$ cat src/hw/rtl/ssti_pkg.sv
`default_nettype none

package ssti_pkg;

  localparam logic [1:0] CMD_WRITE  = 2'd0;
  localparam logic [1:0] CMD_LOOKUP = 2'd1;
  localparam logic [1:0] CMD_CLEAR  = 2'd2;

  localparam logic [1:0] ST_OK    = 2'd0;
  localparam logic [1:0] ST_EMPTY = 2'd1;
  localparam logic [1:0] ST_RANGE = 2'd2;

  typedef struct packed {
    logic [1:0]          cmd;
    logic signed [31:0]  angle;
    logic signed [15:0]  value;
  } in_t;

  typedef struct packed {
    logic signed [15:0]  result_value;
    logic [1:0]          status;
    logic [8:0]          entry_count;
  } out_t;

  typedef struct packed {
    logic load;
    logic cnt_clr;
    logic clr_step;
    logic wr_rd;
    logic wr_do;
    logic mod_start;
    logic mod_cap;
    logic scan_step;
    logic sel;
    logic mul;
    logic div_start;
    logic fin;
  } ctrl_cmd_t;

  typedef struct packed {
    logic addr_last;
    logic div_idle;
    logic mod_rdy;
    logic cnt_zero;
  } ctrl_sts_t;

endpackage

`default_nettype wire

$ cat src/hw/rtl/ssti_ctrl.sv
`default_nettype none

module ssti_ctrl import ssti_pkg::*; (
  input  wire logic      clk,
  input  wire logic      rst_n,
  input  wire logic      start,
  input  wire logic [1:0] in_cmd,
  input  wire ctrl_sts_t sts,
  output logic           busy,
  output ctrl_cmd_t      cmd
);

  typedef enum logic [13:0] {
    S_INIT = 14'h0001,
    S_IDLE = 14'h0002,
    S_CLR  = 14'h0004,
    S_WRD  = 14'h0008,
    S_WWR  = 14'h0010,
    S_LKP  = 14'h0020,
    S_MOD  = 14'h0040,
    S_SCAN = 14'h0080,
    S_DRN  = 14'h0100,
    S_SEL  = 14'h0200,
    S_MUL  = 14'h0400,
    S_DST  = 14'h0800,
    S_DIV  = 14'h1000,
    S_OUT  = 14'h2000
  } state_t;

  state_t state_r, state_nxt;

  always_ff @(posedge clk) begin
    if (!rst_n) begin
      state_r <= S_INIT;
    end else begin
      state_r <= state_nxt;
    end
  end

  always_comb begin
    state_nxt = state_r;
    cmd       = '0;
    case (state_r)
      S_INIT: begin
        cmd.clr_step = 1'b1;
        if (sts.addr_last) begin
          state_nxt = S_IDLE;
        end
      end
      S_IDLE: begin
        if (start) begin
          cmd.load = 1'b1;
          case (in_cmd)
            CMD_WRITE:  state_nxt = S_WRD;
            CMD_LOOKUP: state_nxt = S_LKP;
            CMD_CLEAR: begin
              cmd.cnt_clr = 1'b1;
              state_nxt   = S_CLR;
            end
            default:    state_nxt = S_OUT;
          endcase
        end
      end
      S_CLR: begin
        cmd.clr_step = 1'b1;
        if (sts.addr_last) begin
          state_nxt = S_OUT;
        end
      end
      S_WRD: begin
        cmd.wr_rd = 1'b1;
        state_nxt = S_WWR;
      end
      S_WWR: begin
        cmd.wr_do = 1'b1;
        state_nxt = S_OUT;
      end
      S_LKP: begin
        if (sts.cnt_zero) begin
          state_nxt = S_OUT;
        end else begin
          cmd.mod_start = 1'b1;
          state_nxt     = S_MOD;
        end
      end
      S_MOD: begin
        if (sts.mod_rdy) begin
          cmd.mod_cap = 1'b1;
          state_nxt   = S_SCAN;
        end
      end
      S_SCAN: begin
        cmd.scan_step = 1'b1;
        if (sts.addr_last) begin
          state_nxt = S_DRN;
        end
      end
      S_DRN: state_nxt = S_SEL;
      S_SEL: begin
        cmd.sel   = 1'b1;
        state_nxt = S_MUL;
      end
      S_MUL: begin
        cmd.mul   = 1'b1;
        state_nxt = S_DST;
      end
      S_DST: begin
        cmd.div_start = 1'b1;
        state_nxt     = S_DIV;
      end
      S_DIV: begin
        if (sts.div_idle) begin
          state_nxt = S_OUT;
        end
      end
      S_OUT: begin
        cmd.fin   = 1'b1;
        state_nxt = S_IDLE;
      end
      default: state_nxt = S_INIT;
    endcase
  end

  assign busy = state_r != S_IDLE;

endmodule

`default_nettype wire

$ cat config.mk
export PLATFORM = sky130hd
export DESIGN_NAME = ssti_ctrl
export DESIGN_NICKNAME = d
export VERILOG_FILES = /design/src/hw/rtl/ssti_pkg.sv /design/src/hw/rtl/ssti_ctrl.sv
export SDC_FILE = /design/constraint.sdc
export NUM_CORES = 1
export LEC_CHECK = 0
export BUFFER_PORTS_ARGS = -buffer_cell sky130_fd_sc_hd__buf_4
export CORE_MARGIN = 3
export CORE_UTILIZATION = 35
export DETAILED_ROUTE_END_ITERATION = 12
export GPL_TIMING_DRIVEN = 0
export PLACE_DENSITY = 0.52
export SLEW_MARGIN = 20
export SYNTH_ARGS = -nofsm -noshare
export SYNTH_HDL_FRONTEND = slang
export SYNTH_SLANG_ARGS = --single-unit
$ cat constraint.sdc
create_clock -name clk -period 6.53 [get_ports clk]
set_input_delay 0.3265 -clock clk [delete_from_list [all_inputs] [get_ports clk]]
set_output_delay 0.3265 -clock clk [all_outputs]
set_load 0.02 [all_outputs]
Word-level counts from Yosys, hierarchy flattened
Index checks and enable logic that the tools add are counted.
{ "op_classes": {"n_reduce_logical": 3, "eq_ne": 23, "muxes": 24} }
{ "op_table": {"columns": ["op", "count"], "rows": [
  ["$pmux W14 S14", 1],
  ["$mux W14", 7],
  ["$pmux W14 S3", 1],
  ["$eq A14 B1 Y1 const B", 1],
  ["$eq A14 B10 Y1 const B", 1],
  ["$eq A14 B11 Y1 const B", 1],
  ["$eq A14 B12 Y1 const B", 1],
  ["$eq A14 B13 Y1 const B", 1],
  ["$eq A14 B14 Y1 const B", 1],
  ["$eq A14 B2 Y1 const B", 1],
  ["$eq A14 B3 Y1 const B", 1],
  ["$eq A14 B4 Y1 const B", 1],
  ["$eq A14 B5 Y1 const B", 1],
  ["$eq A14 B6 Y1 const B", 1],
  ["$eq A14 B7 Y1 const B", 1],
  ["$eq A14 B8 Y1 const B", 1],
  ["$eq A14 B9 Y1 const B", 1],
  ["$ne A14 B2 Y1 const B", 1],
  ["$mux W1", 13],
  ["$ne A2 B2 Y1 const B", 6],
  ["$reduce_and A6 Y1", 1],
  ["$mux W2", 2],
  ["$eq A2 B1 Y1 const B", 1],
  ["$eq A2 B2 Y1 const B", 1],
  ["other kinds (2)", 2]
]} }
{ "totals": {"ff_bits": 14, "out_inout_bits": 13, "elab_cells": 51} }

Depth between registers and ports, before layout
{ "logic_depth": {"word_depth": 4, "depth_mapped": 8, "mapped_depth_nobuf": 6} }

Worst setup path before layout
OpenSTA, ideal clock, no wires.
{ "synth_path": {"path_kind": "register to register", "startpoint": "register state_r[0]", "endpoint": "register state_r[0]", "path_buffers": 1, "path_slack_ns": 4.043, "path_stages_with_launch": 7, "synth_period_minus_slack_ns": 2.487, "t_arrival_ns": 2.365, "setup_ns": 0.122, "path_cell_list": "dfxtp_1 -> clkbuf_1 -> nor4_2 -> nand4_1 -> nor3b_1 -> nor2_1 -> a221o_1"} }
{ "synth_between": {"elab_chain_cells": 3, "elab_cells_between_ends": 22, "classes_between": "eq/ne (20); mux (1); reduce/logical (1)"} }
{ "synth_lines": {"columns": ["element", "line", "rtl"], "rows": [
  ["start: declaration", "ssti_ctrl.sv:30", "state_t state_r, state_nxt;"],
  ["start signal: assignment", "ssti_ctrl.sv:36", "state_r <= state_nxt;"],
  ["$eq A14 B1 Y1 (tied with other cells)", "ssti_ctrl.sv:43", "case (state_r)"],
  ["$ne A2 B2 Y1 (no source line)", null, null],
  ["$reduce_and A6 Y1 (no source line)", null, null]
]} }
Several ways; a longest one is shown, not always the timed one.
A chain may end at the register's enable or synchronous reset.

==> results_dict.tcl <==
set metrics [dict create \
    outcome "finished clean" \
    root_buffer "clkbuf_4" \
    vias_per_cell 6.02 \
    drive_above_1_share 0.260 \
    ir_drop_mv 0.108 \
    rsz0062_at_grt "false" \
    max_cap_violations 0 \
    synth_compound_area_frac 0.185 \
    syn_nets 138 \
    worst_pin_slew_ns 0.722 \
    grt_pass1_wl_um 5000 \
    core_area_um2 2810 \
    fin_tns_setup_ns 0 \
    reg_top3 "state_r: 14 flops" \
    p_leak_nw 0.530 \
    finalClockSkew_ns 0.00326 \
    top_register "state_r" \
    hold_path_class "in2reg" \
    crit_path_max_fanout 10 \
    period_share 0.425 \
    clock_path_buffers 2 \
    cpPeakStageDelay_ns 0.59 \
    hold_violations 0 \
    setup_viol 0 \
    criticalPathCategory "reg2out" \
    die-area_um2 3670 \
    hold_slack_ns 0.207 \
    dp.final_hpwl_um 2300 \
    synth-simple-area-share 0.431 \
    powerDensity_nw_per_um2 261 \
    synth-seq-cells 14 \
    gr-total-overflow 0 \
    nNetsFinal 164 \
    grt_util_all_layers 0.179 \
    antenna_found_initial 0 \
    die_h_um 60.6 \
    final_area_um2 1270 \
    remaining_drc_errors 0 \
    drt-initial-drc-count 60 \
    drv_slew 0 \
    place_congestion 0.812 \
    cp.required_ns 6.20 \
    async_flop_share 0 \
    numPortBuffers 21 \
    n_antenna_cell 0 \
    synthAdderAreaFrac 0 \
    start_util 0.372 \
    fmax_ghz 0.361 \
    numClockSinks 14 \
    critPathLaunchType "flip-flop" \
    synth-main-ff-cell "dfxtp_1" \
    rows 19 \
    vias 1113 \
    die_w_um 60.6 \
    clock_latency_ns 0.29 \
    period_minus_slack_ns 2.77 \
    synth_top_family_by_area "simple AND/OR/NAND/NOR gates" \
    wl_per_cell_um 15.9 \
    slew_headroom 0.514 \
    cts_tree "yes" \
    ctsHoldBuffers 0 \
    dpl_cell_area_um2 1240 \
    cts_max_level 1 \
    path_cells "buf_2, or4_1, nor4_1, and2_1, nand3_1, inv_1, buf_4" \
    path_clk_slew_ns 0.09 \
    arrival_ns 2.45 \
    synth_xor_xnor_area_share 0.0420 \
    synth_mux_area_frac 0 \
    grt_start_max_net_pins 11 \
    ys_types 42 \
    stdcell_count 185 \
    synth-edff-count 0 \
    routed_wl_um 2930 \
    yosysSeqAreaShare 0.269 \
    grt_pass1_vias 1078 \
    cts_resized 0 \
    nFillCells 303 \
    largest_reg_flops 14 \
    p_total_w 0.000333 \
    ioPinCount 22 \
    antenna_left 0 \
    dp_cells 181 \
    critPathSlowestCell "or4_1" \
    yosysWarningCount 0 \
    synth_cells 129 \
    syn-cell-area_um2 1040 \
    area.growth.synth_to_final_pct 22.3 \
    cts_setup_buffers 0 \
    dr.pass1.iters 4 \
    cts_buffers 3 \
    crit_path_end_kind "output pin" \
    syn_area_per_cell_um2 8.08 \
]
[cells in the mapped netlist (2+ instances only)]
cell	instances	share of area
a211oi_1	3	0.022
a21oi_1	6	0.029
and2_1	3	0.018
buf_6	2	0.022
clkbuf_1	4	0.014
dfxtp_1	14	0.27
inv_1	8	0.029
nand2_1	6	0.022
nand3_1	8	0.038
nand4_1	3	0.018
nor2_1	10	0.036
nor3_1	5	0.024
nor3b_1	3	0.022
nor4_1	11	0.066
nor4b_1	3	0.025
o21ai_0	3	0.014
o31ai_1	2	0.014
or3_1	3	0.018
or4_1	3	0.022
or4_4	2	0.022
or4b_1	2	0.019
or4b_2	2	0.019
xnor2_1	2	0.017
xor2_1	3	0.025
[cells by family (layout without fill, tap and decap cells)]
group	Yosys count	after routing
AO/OA/AOI/OAI	23	23
flip-flops	14	14
buffers and inverters	16	41
AND/OR/NAND/NOR	71	71
XOR/XNOR	5	5
[per-layer routing]
layer,track usage,vias up,part of all wire
li1,-,547,-
met1,0.249,530,0.49
met2,0.284,28,0.46
met3,0.0213,8,0.037
met4,0.0681,0,0.021
met5,0,-,0
[area by class of cell]
type                       count  area (µm²)  area share
buffer                         7        42.5      0.0334
timing repair buffer          21         158       0.124
clock buffer                   4        36.3      0.0285
multi-input combinational     99         686       0.538
sequential                    14         280       0.220
inverter                       9        33.8      0.0265
tap                           31        38.8      0.0304
[worst max-delay path: cells and delay by family (launching register included)]
family | cells | cell delay (ns)
buf+inv | 3 | 0.38
flops | 1 | 0.30
simple gates | 4 | 1.48
[cell usage in the layout, fill, tap and decap left out, types with 2 or more instances in the layout]
| cell | n |
|---|---|
| o31ai_1 | 2 |
| nor3b_1 | 3 |
| nor4_1 | 11 |
| and2_1 | 3 |
| dfxtp_1 | 14 |
| inv_1 | 8 |
| or4_1 | 3 |
| nor3_1 | 5 |
| or3_1 | 3 |
| clkbuf_4 | 3 |
| nor4b_1 | 3 |
| nand2_1 | 6 |
| xor2_1 | 3 |
| or4b_2 | 2 |
| xnor2_1 | 2 |
| a211oi_1 | 3 |
| or4_4 | 2 |
| or4b_1 | 2 |
| a21oi_1 | 6 |
| nand4_1 | 3 |
| clkbuf_1 | 4 |
| nor2_1 | 10 |
| nand3_1 | 8 |
| buf_6 | 2 |
| buf_4 | 21 |
| o21ai_0 | 3 |
[final timing paths]
kind	from	endpoint	slack [ns]	cells past startpoint
worst max-delay path	state_r[13]	cmd[10]	3.76	7
worst min register to register	state_r[7]	state_r[7]	0.59	2
worst min-delay path	in_cmd[0]	state_r[3]	0.21	2
worst max register to register	state_r[1]	state_r[13]	4.03	6
[stage by stage]
| step | util | setup slack [ns] |
|---|---|---|
| after floorplan | - | 4.04 |
| final | 0.455 | 3.76 |
| after CTS | 0.455 | 3.75 |
| after global placement | 0.442 | 4.04 |
| after detailed placement | 0.442 | 4.06 |
| after global routing | 0.455 | 3.56 |
[where the power goes]
group | internal (W) | switching, W | total [W]
logic | 0.0000693 | 0.000105 | 0.000174
clock network | 0.0000340 | 0.0000312 | 0.0000652
registers | 0.0000921 | 0.00000203 | 0.0000941
total | 0.000195 | 0.000138 | 0.000333
(Power assumes the default switching activity.)
